[src/rtl/ethtcp_pkg.sv]
// ============================================================================
// ethtcp_pkg
// Shared types and constants of the Ethernet/IP/TCP header extractor.
// ============================================================================
`default_nettype none

package ethtcp_pkg;

    // Byte counter saturates here; its width follows from the limit
    localparam int FRAME_COUNT_LIMIT = 16383;
    localparam int COUNT_W           = $clog2(FRAME_COUNT_LIMIT + 1);

    // Frame layout
    localparam int POS_TYPE_HI   = 12;
    localparam int POS_TYPE_LO   = 13;
    localparam int POS_VER_IHL   = 14;
    localparam int POS_FRAG_HI   = 20;
    localparam int POS_FRAG_LO   = 21;
    localparam int POS_V4_PROTO  = 23;
    localparam int POS_V6_NEXT   = 20;
    localparam int ADDR_FIRST    = 22;
    localparam int ADDR_BYTES    = 32;
    localparam int ETH_HDR_LEN   = 14;
    localparam int V6_TCP_START  = 54;
    localparam int TCP_BYTES     = 12;
    localparam int MIN_FRAME_LEN = 34;
    localparam int V4_TCP_EXTRA  = 26;
    localparam int V6_MIN_LEN    = 66;

    localparam logic [15:0] ETHERTYPE_V4 = 16'h0800;
    localparam logic [15:0] ETHERTYPE_V6 = 16'h86dd;
    localparam logic [7:0]  TCP_PROTOCOL = 8'd6;
    localparam logic [3:0]  IP_VERSION_4 = 4'd4;

    typedef enum logic [2:0] {
        STATUS_OK        = 3'd0,
        STATUS_TOO_SHORT = 3'd1,
        STATUS_NOT_IP    = 3'd2,
        STATUS_BAD_VER   = 3'd3,
        STATUS_FRAGMENT  = 3'd4,
        STATUS_NOT_TCP   = 3'd5
    } status_t;

    // Header fields as they stand after the current byte
    typedef struct packed {
        logic [COUNT_W-1:0]      length;
        logic [15:0]             frame_type;
        logic [7:0]              ver_ihl;
        logic [12:0]             frag_offset;
        logic [7:0]              protocol;
        logic [ADDR_BYTES*8-1:0] addr_bytes;
        logic [TCP_BYTES*8-1:0]  tcp_bytes;
    } fields_t;

endpackage

`default_nettype wire

[src/rtl/ethtcp_if.sv]
// ============================================================================
// ethtcp_if
// Valid/ready channels: frame bytes in, header verdicts out.
// ============================================================================
`default_nettype none

interface ethtcp_byte_if;
    logic       valid;
    logic       ready;
    logic [7:0] frame_byte;
    logic       last_byte;

    modport source (output valid, output frame_byte, output last_byte, input ready);
    modport sink   (input valid, input frame_byte, input last_byte, output ready);
endinterface

interface ethtcp_result_if;
    logic                 valid;
    logic                 ready;
    ethtcp_pkg::status_t  status;
    logic                 is_ipv6;
    logic [63:0]          source_address_high;
    logic [63:0]          source_address_low;
    logic [63:0]          destination_address_high;
    logic [63:0]          destination_address_low;
    logic [15:0]          source_port;
    logic [15:0]          destination_port;
    logic [31:0]          sequence_number;
    logic [31:0]          acknowledge_number;

    modport source (
        output valid, output status, output is_ipv6,
        output source_address_high, output source_address_low,
        output destination_address_high, output destination_address_low,
        output source_port, output destination_port,
        output sequence_number, output acknowledge_number,
        input ready
    );
    modport sink (
        input valid, input status, input is_ipv6,
        input source_address_high, input source_address_low,
        input destination_address_high, input destination_address_low,
        input source_port, input destination_port,
        input sequence_number, input acknowledge_number,
        output ready
    );
endinterface

`default_nettype wire

[src/rtl/eth_ip_tcp_header_extractor.sv]
// ============================================================================
// eth_ip_tcp_header_extractor
// Parses Ethernet/IPv4/IPv6/TCP headers from a byte stream, one verdict per frame.
// ============================================================================
//
//  Channel   Dir  Moves               Payload
//  frame     in   one frame byte      frame_byte, last_byte
//  verdict   out  one verdict/frame   status, is_ipv6, addresses, ports, seq, ack
//
//  One byte per cycle while no verdict stalls; a byte passes an input register,
//  then the capture and check logic, and a last byte lands in the result
//  register once that register has room. Reset clears the byte counter and
//  both valid flags. A stalled verdict holds only a last byte in the input
//  register, which then stalls the input; other bytes keep flowing.
// ============================================================================
`default_nettype none

module eth_ip_tcp_header_extractor (
    input  wire logic         clk,
    input  wire logic         rst_n,
    ethtcp_byte_if.sink       frame,
    ethtcp_result_if.source   verdict
);

    logic                in_valid_reg;
    logic [7:0]          in_byte_reg;
    logic                in_last_reg;
    logic                advance;
    logic                slot_free;
    ethtcp_pkg::fields_t fields;

    // A last byte needs room in the result register
    assign advance     = in_valid_reg && (!in_last_reg || slot_free);
    assign frame.ready = !in_valid_reg || advance;

    always_ff @(posedge clk or negedge rst_n)
    begin
        if (!rst_n)
            in_valid_reg <= 1'b0;
        else if (frame.ready)
            in_valid_reg <= frame.valid;
    end

    always_ff @(posedge clk)
    begin
        if (frame.valid && frame.ready)
        begin
            in_byte_reg <= frame.frame_byte;
            in_last_reg <= frame.last_byte;
        end
    end

    ethtcp_capture u_capture (
        .clk        (clk),
        .rst_n      (rst_n),
        .advance    (advance),
        .frame_byte (in_byte_reg),
        .last_byte  (in_last_reg),
        .fields     (fields)
    );

    ethtcp_verdict u_verdict (
        .clk       (clk),
        .rst_n     (rst_n),
        .finish    (advance && in_last_reg),
        .fields    (fields),
        .slot_free (slot_free),
        .result    (verdict)
    );

endmodule

`default_nettype wire

[src/rtl/ethtcp_capture.sv]
// ============================================================================
// ethtcp_capture
// Byte counter and position-addressed capture of the header fields.
// ============================================================================
`default_nettype none

module ethtcp_capture (
    input  wire logic                clk,
    input  wire logic                rst_n,
    input  wire logic                advance,
    input  wire logic [7:0]          frame_byte,
    input  wire logic                last_byte,
    output ethtcp_pkg::fields_t      fields
);

    localparam int CW = ethtcp_pkg::COUNT_W;
    localparam int AB = ethtcp_pkg::ADDR_BYTES;
    localparam int TB = ethtcp_pkg::TCP_BYTES;

    logic [CW-1:0]   count_reg;
    logic [15:0]     type_reg,  type_next;
    logic [7:0]      ver_reg,   ver_next;
    logic [12:0]     frag_reg,  frag_next;
    logic [7:0]      proto_reg, proto_next;
    logic [AB*8-1:0] addr_reg,  addr_next;
    logic [TB*8-1:0] tcp_reg,   tcp_next;
    logic [CW-1:0]   length_next;
    logic [CW-1:0]   tcp_start;
    logic [CW-1:0]   tcp_offset;
    logic            tcp_hit;
    logic            is_v6;

    // Length including the current byte, saturating
    assign length_next = (count_reg < CW'(ethtcp_pkg::FRAME_COUNT_LIMIT))
                       ? count_reg + CW'(1) : CW'(ethtcp_pkg::FRAME_COUNT_LIMIT);

    // EtherType, version byte and fragment offset
    always_comb
    begin
        type_next = type_reg;
        if (count_reg == CW'(ethtcp_pkg::POS_TYPE_HI))
            type_next[15:8] = frame_byte;
        if (count_reg == CW'(ethtcp_pkg::POS_TYPE_LO))
            type_next[7:0] = frame_byte;

        ver_next = (count_reg == CW'(ethtcp_pkg::POS_VER_IHL)) ? frame_byte : ver_reg;

        frag_next = frag_reg;
        if (count_reg == CW'(ethtcp_pkg::POS_FRAG_HI))
            frag_next[12:8] = frame_byte[4:0];
        if (count_reg == CW'(ethtcp_pkg::POS_FRAG_LO))
            frag_next[7:0] = frame_byte;
    end

    assign is_v6 = (type_next == ethtcp_pkg::ETHERTYPE_V6);

    // Protocol or next-header byte, position depends on IP version
    always_comb
    begin
        proto_next = proto_reg;
        if ((is_v6 && count_reg == CW'(ethtcp_pkg::POS_V6_NEXT)) ||
            (!is_v6 && count_reg == CW'(ethtcp_pkg::POS_V4_PROTO)))
            proto_next = frame_byte;
    end

    // Address bytes, first byte in the top lane
    always_comb
    begin
        addr_next = addr_reg;
        for (int k = 0; k < AB; k++)
        begin
            if (count_reg == CW'(ethtcp_pkg::ADDR_FIRST + k))
                addr_next[(AB-1-k)*8 +: 8] = frame_byte;
        end
    end

    // TCP bytes follow the IP header
    assign tcp_start  = is_v6 ? CW'(ethtcp_pkg::V6_TCP_START)
                              : CW'(ethtcp_pkg::ETH_HDR_LEN) + CW'({ver_next[3:0], 2'b00});
    assign tcp_offset = count_reg - tcp_start;
    assign tcp_hit    = (count_reg >= tcp_start) && (tcp_offset < CW'(TB));

    always_comb
    begin
        tcp_next = tcp_reg;
        for (int k = 0; k < TB; k++)
        begin
            if (tcp_hit && tcp_offset == CW'(k))
                tcp_next[(TB-1-k)*8 +: 8] = frame_byte;
        end
    end

    // Advance counter; clear it after the last byte
    always_ff @(posedge clk or negedge rst_n)
    begin
        if (!rst_n)
            count_reg <= '0;
        else if (advance)
            count_reg <= last_byte ? '0 : length_next;
    end

    // Hold captured fields
    always_ff @(posedge clk)
    begin
        if (advance)
        begin
            type_reg  <= type_next;
            ver_reg   <= ver_next;
            frag_reg  <= frag_next;
            proto_reg <= proto_next;
            addr_reg  <= addr_next;
            tcp_reg   <= tcp_next;
        end
    end

    assign fields.length      = length_next;
    assign fields.frame_type  = type_next;
    assign fields.ver_ihl     = ver_next;
    assign fields.frag_offset = frag_next;
    assign fields.protocol    = proto_next;
    assign fields.addr_bytes  = addr_next;
    assign fields.tcp_bytes   = tcp_next;

endmodule

`default_nettype wire

[src/rtl/ethtcp_verdict.sv]
// ============================================================================
// ethtcp_verdict
// Frame checks and the result register on the output channel.
// ============================================================================
`default_nettype none

module ethtcp_verdict (
    input  wire logic                clk,
    input  wire logic                rst_n,
    input  wire logic                finish,
    input  wire ethtcp_pkg::fields_t fields,
    output logic                     slot_free,
    ethtcp_result_if.source          result
);

    localparam int CW = ethtcp_pkg::COUNT_W;

    ethtcp_pkg::status_t status_next;
    logic                is_v4;
    logic                is_v6;
    logic [CW-1:0]       v4_need;

    logic                valid_reg;
    ethtcp_pkg::status_t status_reg;
    logic                v6_reg;
    logic [255:0]        addr_reg;
    logic [95:0]         tcp_reg;

    assign is_v4   = (fields.frame_type == ethtcp_pkg::ETHERTYPE_V4);
    assign is_v6   = (fields.frame_type == ethtcp_pkg::ETHERTYPE_V6);
    assign v4_need = CW'(ethtcp_pkg::V4_TCP_EXTRA) + CW'({fields.ver_ihl[3:0], 2'b00});

    // Checks in order of precedence
    always_comb
    begin
        status_next = ethtcp_pkg::STATUS_OK;
        priority if (fields.length < CW'(ethtcp_pkg::MIN_FRAME_LEN))
            status_next = ethtcp_pkg::STATUS_TOO_SHORT;
        else if (is_v4)
        begin
            priority if (fields.ver_ihl[7:4] != ethtcp_pkg::IP_VERSION_4)
                status_next = ethtcp_pkg::STATUS_BAD_VER;
            else if (fields.frag_offset != '0)
                status_next = ethtcp_pkg::STATUS_FRAGMENT;
            else if (fields.protocol != ethtcp_pkg::TCP_PROTOCOL)
                status_next = ethtcp_pkg::STATUS_NOT_TCP;
            else if (v4_need > fields.length)
                status_next = ethtcp_pkg::STATUS_TOO_SHORT;
            else
                status_next = ethtcp_pkg::STATUS_OK;
        end
        else if (is_v6)
        begin
            priority if (fields.protocol != ethtcp_pkg::TCP_PROTOCOL)
                status_next = ethtcp_pkg::STATUS_NOT_TCP;
            else if (fields.length < CW'(ethtcp_pkg::V6_MIN_LEN))
                status_next = ethtcp_pkg::STATUS_TOO_SHORT;
            else
                status_next = ethtcp_pkg::STATUS_OK;
        end
        else
            status_next = ethtcp_pkg::STATUS_NOT_IP;
    end

    assign slot_free = !valid_reg || result.ready;

    // Hold the result until the sink takes it
    always_ff @(posedge clk or negedge rst_n)
    begin
        if (!rst_n)
            valid_reg <= 1'b0;
        else if (finish)
            valid_reg <= 1'b1;
        else if (result.ready)
            valid_reg <= 1'b0;
    end

    always_ff @(posedge clk)
    begin
        if (finish)
        begin
            status_reg <= status_next;
            v6_reg     <= is_v6;
            addr_reg   <= fields.addr_bytes;
            tcp_reg    <= fields.tcp_bytes;
        end
    end

    // Drop every field but the status of a rejected frame to zero
    always_comb
    begin
        result.valid                    = valid_reg;
        result.status                   = status_reg;
        result.is_ipv6                  = 1'b0;
        result.source_address_high      = '0;
        result.source_address_low       = '0;
        result.destination_address_high = '0;
        result.destination_address_low  = '0;
        result.source_port              = '0;
        result.destination_port         = '0;
        result.sequence_number          = '0;
        result.acknowledge_number       = '0;
        if (status_reg == ethtcp_pkg::STATUS_OK)
        begin
            result.is_ipv6            = v6_reg;
            result.source_port        = tcp_reg[95:80];
            result.destination_port   = tcp_reg[79:64];
            result.sequence_number    = tcp_reg[63:32];
            result.acknowledge_number = tcp_reg[31:0];
            if (v6_reg)
            begin
                result.source_address_high      = addr_reg[255:192];
                result.source_address_low       = addr_reg[191:128];
                result.destination_address_high = addr_reg[127:64];
                result.destination_address_low  = addr_reg[63:0];
            end
            else
            begin
                result.source_address_low      = {32'd0, addr_reg[223:192]};
                result.destination_address_low = {32'd0, addr_reg[191:160]};
            end
        end
    end

endmodule

`default_nettype wire

[src/flat_wrapper.sv]
// flat-port wrapper written by rule: the top's interface ports become plain ports
module eth_ip_tcp_header_extractor_flat 
  (clk, rst_n, frame_valid, frame_frame_byte, frame_last_byte, frame_ready, verdict_valid, verdict_status, verdict_is_ipv6, verdict_source_address_high, verdict_source_address_low, verdict_destination_address_high, verdict_destination_address_low, verdict_source_port, verdict_destination_port, verdict_sequence_number, verdict_acknowledge_number, verdict_ready);
  ethtcp_byte_if frame_i ();
  ethtcp_result_if verdict_i ();
  input  wire logic clk;
  input  wire logic rst_n;
  input wire logic [$bits(frame_i.valid)-1:0] frame_valid;
  input wire logic [$bits(frame_i.frame_byte)-1:0] frame_frame_byte;
  input wire logic [$bits(frame_i.last_byte)-1:0] frame_last_byte;
  output wire logic [$bits(frame_i.ready)-1:0] frame_ready;
  output wire logic [$bits(verdict_i.valid)-1:0] verdict_valid;
  output wire logic [$bits(verdict_i.status)-1:0] verdict_status;
  output wire logic [$bits(verdict_i.is_ipv6)-1:0] verdict_is_ipv6;
  output wire logic [$bits(verdict_i.source_address_high)-1:0] verdict_source_address_high;
  output wire logic [$bits(verdict_i.source_address_low)-1:0] verdict_source_address_low;
  output wire logic [$bits(verdict_i.destination_address_high)-1:0] verdict_destination_address_high;
  output wire logic [$bits(verdict_i.destination_address_low)-1:0] verdict_destination_address_low;
  output wire logic [$bits(verdict_i.source_port)-1:0] verdict_source_port;
  output wire logic [$bits(verdict_i.destination_port)-1:0] verdict_destination_port;
  output wire logic [$bits(verdict_i.sequence_number)-1:0] verdict_sequence_number;
  output wire logic [$bits(verdict_i.acknowledge_number)-1:0] verdict_acknowledge_number;
  input wire logic [$bits(verdict_i.ready)-1:0] verdict_ready;
  assign frame_i.valid = frame_valid;
  assign frame_i.frame_byte = frame_frame_byte;
  assign frame_i.last_byte = frame_last_byte;
  assign frame_ready = frame_i.ready;
  assign verdict_valid = verdict_i.valid;
  assign verdict_status = verdict_i.status;
  assign verdict_is_ipv6 = verdict_i.is_ipv6;
  assign verdict_source_address_high = verdict_i.source_address_high;
  assign verdict_source_address_low = verdict_i.source_address_low;
  assign verdict_destination_address_high = verdict_i.destination_address_high;
  assign verdict_destination_address_low = verdict_i.destination_address_low;
  assign verdict_source_port = verdict_i.source_port;
  assign verdict_destination_port = verdict_i.destination_port;
  assign verdict_sequence_number = verdict_i.sequence_number;
  assign verdict_acknowledge_number = verdict_i.acknowledge_number;
  assign verdict_i.ready = verdict_ready;
  eth_ip_tcp_header_extractor u_core (.clk(clk), .rst_n(rst_n), .frame(frame_i), .verdict(verdict_i));
endmodule
[config.mk]
export PLATFORM = sky130hd
export DESIGN_NAME = eth_ip_tcp_header_extractor_flat
export DESIGN_NICKNAME = d
export VERILOG_FILES = /design/src/rtl/ethtcp_pkg.sv /design/src/rtl/ethtcp_if.sv /design/src/rtl/eth_ip_tcp_header_extractor.sv /design/src/rtl/ethtcp_capture.sv /design/src/rtl/ethtcp_verdict.sv /design/src/flat_wrapper.sv
export SDC_FILE = /design/constraint.sdc
export NUM_CORES = 1
export LEC_CHECK = 0
export BUFFER_PORTS_ARGS = -buffer_cell sky130_fd_sc_hd__buf_2
export CAP_MARGIN = 20
export CORE_MARGIN = 10
export CORE_UTILIZATION = 59
export DETAILED_ROUTE_END_ITERATION = 6
export PLACE_DENSITY_LB_ADDON = 0.15
export SLEW_MARGIN = 20
export SYNTH_ARGS = -nofsm -noshare
export SYNTH_HDL_FRONTEND = slang
export SYNTH_SLANG_ARGS = --single-unit
[constraint.sdc]
create_clock -name clk -period 16.9 [get_ports clk]
set_input_delay 2.535 -clock clk [delete_from_list [all_inputs] [get_ports clk]]
set_output_delay 2.535 -clock clk [all_outputs]
set_load 0.005 [all_outputs]
Word-level counts from Yosys, hierarchy flattened:

Cells that the tools add are included.

* register bits after elaboration: 778
* latch bits: 0
* RAM bits: 0
* bits in read-only memories: 0
* input bits: 13
* output and inout port bits: 358
* word-level logic and storage cells: 183
* memories kept: 0

* add/subtract/negate cells: 4
* multiply operators: 0
* divide/modulo/power cells: 0
* $lt $le $gt $ge: 6
* equality and inequality tests: 52
* shift-type cells: 0
* muxes and demuxes: 76
* bitwise operators: 0
* reductions and logical operators: 30

Operators with widths (count)
* 64-bit 2-to-1 mux: 8
* 8-bit 2-to-1 mux: 49
* 14-bit by 6-bit == test with 1-bit output (second input constant): 22
* 14-bit by 5-bit == test with 1-bit output (second input constant): 12
* 14-bit by 4-bit == test with 1-bit output (second input constant): 7
* 32-bit 2-to-1 mux: 2
* 14-bit by 3-bit == test with 1-bit output (second input constant): 4
* 16-bit 2-to-1 mux: 2
* 14-bit by 2-bit == test with 1-bit output (second input constant): 2
* 14-bit 2-to-1 mux: 2
* 1-bit logical AND: 18
* 3-bit 2-to-1 mux: 6
* 16-bit by 12-bit == test with 1-bit output (second input constant): 1
* 16-bit == test (second input constant): 1
* 14-bit by 1-bit adder with 14-bit output (second input constant): 1
* 14-bit by 1-bit == test with 1-bit output (second input constant): 1
* 14-bit by 7-bit >= comparator with 1-bit output: 1
* 7-bit by 14-bit > comparator with 1-bit output: 1
* 14-bit zero test: 1
* 14-bit less-than comparator (second input constant): 1
* 14-bit by 4-bit less-than comparator with 1-bit output (second input constant): 1
* 14-bit by 6-bit less-than comparator with 1-bit output (second input constant): 1
* 14-bit by 7-bit less-than comparator with 1-bit output (second input constant): 1
* 14-bit by 7-bit subtractor with 14-bit output: 1
* other kinds (12): 22

Logic depth before layout (Yosys ltp):

Gate-level depths: netlist (run 1).

* depth in word-level cells: 12
* depth in mapped cells: 22
* gate-level depth less buffers: 18

By module:

From an unflattened synthesis (run 1), not the netlist that was laid out.

* cell total of the unflattened synthesis: 2047
* area total of the unflattened synthesis: 33223.1 um^2

Modules (own cells, without submodules)
* ethtcp_capture: times used 1, cells an instance 1123, area each 18671.7 um^2, seq. area each 12271.8 um^2
* ethtcp_verdict: times used 1, cells an instance 908, area each 14202.4 um^2, seq. area each 10715.3 um^2
* eth_ip_tcp_header_extractor: times used 1, cells an instance 16, area each 349.1 um^2, seq. area each 295.3 um^2

Worst setup path before layout (run 1):

OpenSTA, ideal clock, no wires.

* kind: input to register
* start point: input verdict_ready
* end point: register u_core.u_capture.count_reg[12]
* setup time: 133 ps
* arrival time: 15164 ps
* required time: 16767 ps
* path slack: 1603 ps
* stages on the path: 7
* buffers on the path: 1
* cells stage by stage: nor2b_1 -> nand2_1 -> nand2_1 -> inv_1 -> clkbuf_1 -> o21ai_0 -> o21a_1

* word-level cells in the longest chain between the ends: 3

Ends and longest elaborated chain
* start, declared: line flat_wrapper.sv:23 `input wire logic [$bits(verdict_i.ready)-1:0] verdict_ready;`
* 1-bit logical OR: line ethtcp_verdict.sv:65 `assign slot_free = !valid_reg || result.ready;`
* 1-bit logical OR: line eth_ip_tcp_header_extractor.sv:33 `assign advance = in_valid_reg && (!in_last_reg || slot_free);`
* 1-bit logical AND: line eth_ip_tcp_header_extractor.sv:33
* named net u_core.advance: line eth_ip_tcp_header_extractor.sv:28 `logic advance;`
* end signal, assigned: line ethtcp_capture.sv:99 `count_reg <= last_byte ? '0 : length_next;`
* end, declared: line ethtcp_capture.sv:20 `logic [CW-1:0] count_reg;`

The timed path passes the listed nets, and every way through them passes these cells.
A chain may end at the register's enable or synchronous reset.

==> flow_metrics.tcl, run 1 <==
set metrics [dict create \
    die_x_um 256.5 \
    clkTransAtPathRegs_ns 0.06 \
    yosys.cell_types.count 55 \
    grt_pass1_vias 19198 \
    drv_slew 0 \
    timing.rr.start "u_core.u_capture.count_reg[1]" \
    drcViolationCount 0 \
    final_cells 3217 \
    critPathSlowestCell "a2111oi_4" \
    cellPowerDensity_nw_per_um2 105.4 \
    routedWlPerCell_um 24.93 \
    grt_pass1_wl_um 120400 \
    netlist_area_um2 33010 \
    status "completed" \
    final_nets 2439 \
    cts_buffers 78 \
    place_area_um2 35490 \
    critPathLaunchType "flip-flop" \
    critPathRequiredTime_ns 17.24 \
    synth_area_leaders "edfxtp_1 69%, mux2_2 13%, and3_1 3.9%" \
    holdCritStartpoint "u_core.u_capture.tcp_reg[34]" \
    coreArea_um2 55200 \
    yosys.area.top_type "edfxtp_1" \
    ctsLongestPathBuffers 3 \
    worst_pin_slew_ns 1.085 \
    ys_ff_latch 778 \
    cts_max_level 3 \
    worst_slack_ns 10.11 \
    root_buffer "clkbuf_16" \
    leakage_nw 12.76 \
    vias_per_cell 5.956 \
    post-cts-setup-buffers 0 \
    rrSetupSlack_ns 10.11 \
    antenna_found_initial 1 \
    start_util_pct 59.80 \
    place_ws_ns 10.14 \
    period_share_pct 40.17 \
    ys_warn_count 0 \
    io_buffers 370 \
    crit_fanout 12 \
    worstSetupPathType "flip-flop to flip-flop" \
    gp_congestion 0.8791 \
    fin_worst_skew_ns 0.01895 \
    fmax_ghz 0.1473 \
    cp.arrival_ns 7.13 \
    ys.flop_type "edfxtp_1" \
    crit_chain "inv_1 -> ha_1 -> and4b_1 -> nand4_1 -> mux2_2 -> or4_4 -> nor3_2 -> nor2_1 -> fa_1 -> xnor2_1 -> nand2b_1 -> nand3_1 -> a2111oi_4 -> nand4_1 -> mux2_2" \
    diodes 0 \
    drv_cap 0 \
    design.die.area_um2 65810 \
    ir_drop_mv 0.07376 \
    wirelength_um 80200 \
    synth_nets 2108 \
    hold_viol 0 \
    layout_min_cycle_time_ns 6.789 \
    dp_hpwl_um 49150 \
    num_rows 86 \
    dieHeight_um 256.5 \
    clock_latency_ns 0.61 \
    syn_area_per_cell_um2 15.88 \
    max_stage_delay_ns 0.70 \
    ant_nets 0 \
    postSynth.asyncResetShare_pct 2.057 \
    detail_route.iter0.violations 1695 \
    syn_to_final_growth_pct 14.93 \
    fin_setup_tns_ns 0 \
    end_kind "flip-flop" \
    design_area_um2 37940 \
    seq_area_frac_synth_pct 70.54 \
    whs_ns 0.5596 \
    finalSetupViolations 0 \
    cts_tree "yes" \
    synth_edf_count 762 \
    crit_path_start "u_core.u_capture.count_reg[1]" \
    grt_usage_pct 23.60 \
    io_pins 371 \
    rsz0062_at_grt "false" \
    grt_max_degree 154 \
    post_cts_resized 0 \
    drt_first_pass_iters 5 \
    slew_headroom_pct 27.64 \
    min_path_type "flip-flop to flip-flop" \
    drive_gt1_share_pct 37.02 \
    cts.sinks 778 \
    yosys.area.top_type_share_pct 69.32 \
    grt_overflow 0 \
    postCtsHoldBufs 0 \
    vias 19161 \
    dp_cells 3078 \
    syn_inst 2079 \
]
[per-layer routing]
metal	up-vias	routed length [um]	track usage (%)
li1	8558	-	-
met1	9811	33580	31.29
met2	681	40110	39.78
met3	111	4950	4.017
met4	0	1564	6.426
met5	-	0	0
[logic make-up (layout without fill, tap and decap cells)]
kind of cell             Yosys count  in the layout  share of synthesized area (%)
multiplexers                     467            467                          15.66
buffers and inverters            161            551                          1.869
AND/OR/NAND/NOR                  568            568                          9.598
flip-flops                       778            778                          70.54
adder cells (fa/ha/maj)           16             16                         0.6292
XOR/XNOR                           7              7                         0.1857
AO/OA/AOI/OAI                     82             82                          1.524
[report_power, final]
group          internal (W)  switching [W]
sequential          0.00215      0.0000150
combinational     0.0000378       0.000135
clock              0.000958       0.000701
[stage by stage]
step | total power [W] | util [%]
2_1_floorplan | 0.002366 | -
5_1_grt | 0.004120 | 68.72
3_3_place_gp | 0.002375 | 64.28
6_report | 0.004000 | 68.72
3_5_place_dp | 0.002381 | 64.30
4_1_cts | 0.004028 | 68.72
[worst paths after layout]
| check | to | cells past startpoint |
|---|---|---|
| worst min-delay path | u_core.u_verdict.tcp_reg[34] | 1 |
| worst max-delay path | u_core.u_capture.tcp_reg[45] | 15 |
| worst min register to register | u_core.u_verdict.tcp_reg[34] | 1 |
| max in group asynchronous | u_core.u_capture.count_reg[1] | 1 |
| worst max register to register | u_core.u_capture.tcp_reg[45] | 15 |
| min in group asynchronous | u_core.u_capture.count_reg[12] | 1 |
[layout by cell type, fill, tap and decap left out, types with 21 or more instances in the layout]
cell type | Yosys | layout
buf_2 | 4 | 370
a21oi_1 | 33 | 33
mux2_2 | 392 | 392
mux2i_1 | 74 | 74
nor2_1 | 117 | 117
clkbuf_16 | 0 | 83
and2_1 | 102 | 102
nand2_1 | 46 | 46
buf_4 | 0 | 25
nand3_1 | 22 | 22
edfxtp_1 | 762 | 762
and3_1 | 205 | 204
clkbuf_1 | 136 | 21
[area by class of cell]
cell class	instances	area, um^2
Sequential cell	778	23280
Fill cell	3770	17260
Multi-Input combinational cell	1140	9144
Clock buffer	104	2156
Timing Repair Buffer	397	2071
Tap cell	748	935.9
Clock inverter	35	284.0
Inverter	15	63.81
[synth_stat cells (all sizes together), types with 2 or more instances]
library cell / instances
mux2: 392
nand4b: 2
or3: 4
buf: 10
and4b: 2
nand3: 22
nand2: 46
nor3b: 2
or4: 3
nor2: 118
a21o: 5
xnor2: 6
dfrtp: 16
a31oi: 7
edfxtp: 762
nand2b: 7
a21oi: 33
clkbuf: 136
nor2b: 9
ha: 15
o21ai: 16
or2: 4
and3: 205
nand4: 10
and2: 102
nand3b: 2
nor3: 20
inv: 15
mux2i: 75
o21a: 3
a31o: 4
o31ai: 4
o22a: 2
nor4: 7
[critical path, delay by kind of cell (launching register included)]
| family | cells | cell delay, ns |
|---|---|---|
| AND/OR/NAND/NOR | 8 | 2.88 |
| multiplexers | 2 | 0.98 |
| adder cells (fa/ha/maj) | 2 | 0.85 |
| AO/OA/AOI/OAI | 1 | 0.70 |
| flip-flops | 1 | 0.49 |
| XOR/XNOR | 1 | 0.48 |
| buffers and inverters | 1 | 0.14 |
Power figures use the tool's default switching activity.
==> run 2: changes to the inputs <==
--- a/config.mk
+++ b/config.mk
@@ -5,10 +5,11 @@
 export SDC_FILE = /design/constraint.sdc
 export NUM_CORES = 1
 export LEC_CHECK = 0
+export ABC_AREA = 1
 export BUFFER_PORTS_ARGS = -buffer_cell sky130_fd_sc_hd__buf_2
 export CAP_MARGIN = 20
 export CORE_MARGIN = 10
-export CORE_UTILIZATION = 59
+export CORE_UTILIZATION = 53
 export DETAILED_ROUTE_END_ITERATION = 6
 export PLACE_DENSITY_LB_ADDON = 0.15
 export SLEW_MARGIN = 20
==> constraint.sdc (replaced) <==
create_clock -name clk -period 5.5 [get_ports clk]
set_input_delay 0.825 -clock clk [delete_from_list [all_inputs] [get_ports clk]]
set_output_delay 0.825 -clock clk [all_outputs]
set_load 0.005 [all_outputs]
==> run 2 against run 1 <==
Net effect:
- wire length grew 12%
- clock skew is 0.0036 ns higher
- area after synthesis about the same
- die area grew 10%
- sequential share of layout area decreased by 0.57 points
- critical endpoint is now u_core.u_capture.tcp_reg[17]
- largest cell class unchanged
- largest power group unchanged
==> flow_metrics.tcl, run 2 <==
set metrics [dict create \
    ir_drop_mv 0.2631 \
    final_common_cell "nand2_1" \
    netlist_area_um2 33010 \
    syn_to_final_growth_pct 16.00 \
    layout_min_cycle_time_ns 5.198 \
    rsz0062_at_grt "true" \
    start_util_pct 53.50 \
    io_pins 371 \
    fillerInstances 5173 \
    worstSetupPathType "flip-flop to flip-flop" \
    grt_max_degree 198 \
    highest_layer "met4" \
    design_area_um2 38290 \
    yosys.area.top_type_share_pct 69.31 \
    num_rows 91 \
    layout_common_cells "850 x nand2_1, 762 x edfxtp_1, 370 x buf_2" \
    seq_area_frac_synth_pct 70.52 \
    cp.arrival_ns 5.52 \
    die_x_um 269.6 \
    place_ws_ns 0.2650 \
    drt-met1-wl_um 37450 \
    grt_pass1_wl_um 137300 \
    ys.flop_type "edfxtp_1" \
    finalSetupViolations 0 \
    min_path_type "input pin to async pin" \
    wirelength_um 90100 \
    gp_congestion 0.8742 \
    synthTopCellsByCount "851 x nand2_1, 762 x edfxtp_1, 370 x nor2_1, 369 x o21ai_0, 202 x inv_1" \
    final_nets 3376 \
    final_cells 4249 \
    ant_nets 0 \
    dp_hpwl_um 56920 \
    wl_met3_um 6579 \
    cellPowerDensity_nw_per_um2 359.2 \
    yosys.area.top_type "edfxtp_1" \
    vias_per_cell 5.457 \
    syn_inst 3029 \
    synth_area_leaders "edfxtp_1 69%, nand2_1 9.7%, o21ai_0 5.6%" \
    grt_pass1_vias 22790 \
    drt_first_pass_iters 5 \
    cts_tree "yes" \
    leakage_nw 16.07 \
    status "completed" \
    fin_worst_skew_ns 0.02259 \
    slew_headroom_pct 23.17 \
    clock_latency_ns 0.63 \
    synth_edf_count 762 \
    postCtsHoldBufs 0 \
    fmax_ghz 0.1924 \
    cts.sinks 778 \
    clkTransAtPathRegs_ns 0.06 \
    fin_util_pct 62.05 \
    end_kind "flip-flop" \
    post_cts_resized 0 \
    root_buffer "clkbuf_16" \
    design.die.area_um2 72670 \
    worst_pin_slew_ns 1.152 \
    vias 23187 \
    grt_overflow 0 \
    drcViolationCount 0 \
    ys_ff_latch 778 \
    coreArea_um2 61710 \
    ys_warn_count 0 \
    worst_slack_ns 0.3015 \
    antenna_found_initial 3 \
    crit_fanout 11 \
    cts_max_level 3 \
    critPathRequiredTime_ns 5.82 \
    critPathLaunchType "flip-flop" \
    syn_area_per_cell_um2 10.90 \
    synth_nets 3058 \
    dp_cells 4101 \
    yosys.cell_types.count 43 \
    drv_cap 0 \
    postSynth.asyncResetShare_pct 2.057 \
    drive_gt1_share_pct 17.30 \
    post-cts-setup-buffers 0 \
    yosysMostFrequentCell "nand2_1" \
    ctsLongestPathBuffers 3 \
    routedWlPerCell_um 21.21 \
    place_area_um2 35620 \
    grt_usage_pct 24.08 \
    cts_buffers 80 \
    io_buffers 370 \
    hold_viol 0 \
    drv_slew 0 \
    period_share_pct 94.52 \
    detail_route.iter0.violations 2558 \
    wl_met2_um 43940 \
    dieHeight_um 269.6 \
]
[run 2: changes by cell type after synthesis, moves of 21 or more]
cell and change:
nand2_1 +805, mux2_2 -392, o21ai_0 +353, nor2_1 +253, and3_1 -204, inv_1 +187, and2_1 -101, mux2i_1 -74
a21oi_1 +44, nand3_1 +44, clkbuf_1 +21
[run 2: path summary, 6_finish.rpt]
check                                                from                        endpoint  slack [ns]  cells after the start
max in group asynchronous                           rst_n   u_core.u_capture.count_reg[3]        5.04                      1
min in group clk                          frame_last_byte              u_core.in_last_reg        0.38                      1
hold reg to reg            u_core.u_capture.addr_reg[126]  u_core.u_verdict.addr_reg[126]        0.57                      2
hold / removal                                      rst_n   u_core.u_capture.count_reg[2]        0.13                      1
setup / recovery            u_core.u_capture.count_reg[2]    u_core.u_capture.tcp_reg[17]        0.30                     22
setup reg to reg            u_core.u_capture.count_reg[2]    u_core.u_capture.tcp_reg[17]        0.30                     22
[run 2: cell type report]
| cell class | instances | area, um^2 | area share [%] |
|---|---|---|---|
| well taps | 837 | 1047 | 2.735 |
| multi-input cells | 1870 | 8290 | 21.65 |
| clock buffers | 103 | 2162 | 5.646 |
| diodes | 1 | 2.502 | 0.006535 |
| repair buffers | 409 | 2232 | 5.829 |
| inverters | 208 | 799.5 | 2.088 |
| flip-flops and latches | 778 | 23280 | 60.80 |
| clock inverters | 43 | 478.0 | 1.248 |
[run 2: cell families after synthesis]
family	share of synthesized area [%]
XOR/XNOR	0.3184
AND/OR/NAND/NOR	16.85
adder cells (fa/ha/maj)	0.6291
flip-flops	70.52
buffers and inverters	4.450
AO/OA/AOI/OAI	7.231
[run 2: through the flow]
step | hold slack, ns | total power (W) | TNS, ns
3_5_place_dp | 0.5493 | 0.008376 | 0
4_1_cts | 0.1110 | 0.01382 | 0
2_1_floorplan | 0.5207 | 0.008031 | -493.25
5_1_grt | 0.1387 | 0.01422 | -0.0003522
6_report | 0.1319 | 0.01375 | 0
3_3_place_gp | 0.5435 | 0.008327 | 0
[run 2: per-layer routing]
metal | up-vias | global-route usage (%)
met2 | 869 | 40.00
met5 | - | 0
met1 | 11293 | 31.88
met4 | 0 | 7.673
li1 | 10899 | -
met3 | 126 | 4.249
[run 2: critical path, stage by stage (launching register included)]
cell and delay [ns]:
dfrtp_1 0.59, nand2_1 0.14, inv_1 0.12, nand2_1 0.10, nor3_4 0.30, inv_2 0.15, o21ai_2 0.28, inv_1 0.08
ha_1 0.19, a31oi_1 0.18, o21ai_0 0.10, a21oi_1 0.17, ha_1 0.31, a21oi_1 0.25, o21ai_2 0.11, nand2_1 0.07
nand2_1 0.08, nor3_1 0.19, xor2_1 0.10, nor2_1 0.08, and2_2 0.33, nand3_1 0.29, o21ai_0 0.67
[run 2: report_power, final]
group / switching, W / internal, W / total [W]
Sequential: 0.000146 / 0.00712 / 0.00727
Combinational: 0.000777 / 0.000232 / 0.00101
Clock: 0.00223 / 0.00325 / 0.00548
==> run 3: changes to the inputs <==
--- a/config.mk
+++ b/config.mk
@@ -11,7 +11,7 @@
 export CORE_MARGIN = 10
 export CORE_UTILIZATION = 53
 export DETAILED_ROUTE_END_ITERATION = 6
-export PLACE_DENSITY_LB_ADDON = 0.15
+export PLACE_DENSITY = 0.8
 export SLEW_MARGIN = 20
 export SYNTH_ARGS = -nofsm -noshare
 export SYNTH_HDL_FRONTEND = slang
==> run 3 against run 2 <==
Net effect:
- setup slack gained 0.36 ns
- first-iteration DRC count grew 6.6%
- non-clock buffer count grew 5
- highest routed layer unchanged
==> flow_metrics.tcl, run 3 (synthesis gave the netlist of run 2 again) <==
set metrics [dict create \
    status "completed" \
    dp_hpwl_um 54410 \
    antenna_found_initial 1 \
    clkTransAtPathRegs_ns 0.06 \
    coreArea_um2 61710 \
    cts_max_level 3 \
    drt_first_pass_iters 6 \
    drcViolationCount 0 \
    cellPowerDensity_nw_per_um2 355.2 \
    gp_congestion 0.9068 \
    rsz0062_at_grt "false" \
    final_nets 3381 \
    worst_pin_slew_ns 1.278 \
    dieHeight_um 269.6 \
    critPathLaunchType "flip-flop" \
    end_kind "flip-flop" \
    rrSetupSlack_ns 0.66 \
    grt_pass1_wl_um 131300 \
    vias_per_cell 5.465 \
    num_rows 91 \
    clock_latency_ns 0.63 \
    critPathSlowestCell "dfrtp_1" \
    final_cells 4254 \
    routedWlPerCell_um 20.30 \
    cp.arrival_ns 5.30 \
    fmax_ghz 0.2065 \
    period_share_pct 88.03 \
    grt_max_degree 231 \
    whs_ns 0.1681 \
    ant_nets 0 \
    reg2reg_depth 26 \
    cts.sinks 778 \
    detail_route.iter0.violations 2728 \
    io_pins 371 \
    ir_drop_mv 0.2843 \
    start_util_pct 53.50 \
    wirelength_um 86370 \
    layout_common_cells "850 x nand2_1, 762 x edfxtp_1, 370 x buf_2" \
    fin_worst_skew_ns 0.02854 \
    min_path_type "input pin to async pin" \
    diodes 0 \
    post_cts_resized 0 \
    leakage_nw 16.07 \
    crit_top_cell "nand2_1" \
    max_stage_delay_ns 0.43 \
    slew_headroom_pct 14.80 \
    hold_viol 0 \
    post-cts-setup-buffers 0 \
    postCtsHoldBufs 0 \
    design.die.area_um2 72670 \
    dp_cells 4107 \
    multi_input_area_um2 8323 \
    die_x_um 269.6 \
    register_area_um2 23280 \
    ctsLongestPathBuffers 3 \
    cts_buffers 80 \
    layout_min_cycle_time_ns 4.841 \
    fillerInstances 4836 \
    grt_usage_pct 22.91 \
    cts_tree "yes" \
    finalSetupViolations 0 \
    place_ws_ns 0.3421 \
    vias 23249 \
    io_buffers 370 \
    drive_gt1_share_pct 17.79 \
    grt_overflow 0 \
    grt_pass1_vias 22315 \
    power.total_w 0.01359 \
    syn_to_final_growth_pct 15.92 \
    place_area_um2 35640 \
    drv_slew 0 \
    root_buffer "clkbuf_16" \
    drv_cap 0 \
    final_common_cell "nand2_1" \
    crit_fanout 41 \
    critPathRequiredTime_ns 5.96 \
    design_area_um2 38270 \
    worst_slack_ns 0.6585 \
    worstSetupPathType "flip-flop to flip-flop" \
]
-- run 3: cell count changes in the layout (fill, tap and decap cells not counted), sizes merged --
cell	previous run	this run
clkinv	32	36
clkbuf	103	102
diode	1	0
buf	409	414
bufinv	10	6
inv	205	209
clkinvlp	4	2
-- run 3: layout make-up --
| type | count | share of cell area (%) |
|---|---|---|
| inverter | 208 | 2.089 |
| multi-input combinational | 1870 | 21.75 |
| timing repair buffer | 414 | 5.833 |
| clock inverter | 45 | 1.089 |
| sequential | 778 | 60.84 |
| clock buffer | 102 | 5.663 |
| tap | 837 | 2.737 |
-- run 3: final timing paths --
check,endpoint,from
setup / recovery,u_core.u_verdict.tcp_reg[83],u_core.u_capture.count_reg[9]
max in group asynchronous,u_core.u_capture.count_reg[2],rst_n
hold / removal,u_core.u_capture.count_reg[3],rst_n
min in group clk,u_core.in_byte_reg[7],frame_frame_byte[7]
hold reg to reg,u_core.u_verdict.addr_reg[112],u_core.u_capture.addr_reg[112]
setup reg to reg,u_core.u_verdict.tcp_reg[83],u_core.u_capture.count_reg[9]
-- run 3: metal layers --
layer	track usage, %	share of wire [%]	up-vias
met5	0	0	-
met4	9.240	3.4	0
met3	4.293	7.9	169
met2	37.06	48	1095
met1	30.26	41	11057
li1	-	-	10928
-- run 3: critical path, delay by kind of cell (launching register included) --
kind | cells | cell delay [ns]
AOI/OAI and AO/OA | 2 | 0.30
adders and majority gates | 1 | 0.34
and+or+nand+nor | 20 | 2.99
DFF | 1 | 0.43
buffers and inverters | 3 | 0.59
-- run 3: stage by stage --
| step | util, % | TNS, ns |
|---|---|---|
| 2_1_floorplan | - | -493.25 |
| 3_3_place_gp | 57.75 | 0 |
| 3_5_place_dp | 57.75 | 0 |
| 4_1_cts | 61.94 | 0 |
| 5_1_grt | 62.01 | 0 |
| 6_report | 62.01 | 0 |
-- run 3: where the power goes --
| part | switching (W) | internal (W) | leakage [nW] |
|---|---|---|---|
| logic | 0.000773 | 0.000235 | 7.32 |
| registers | 0.000149 | 0.00712 | 7.48 |
| clock network | 0.00224 | 0.00308 | 1.27 |
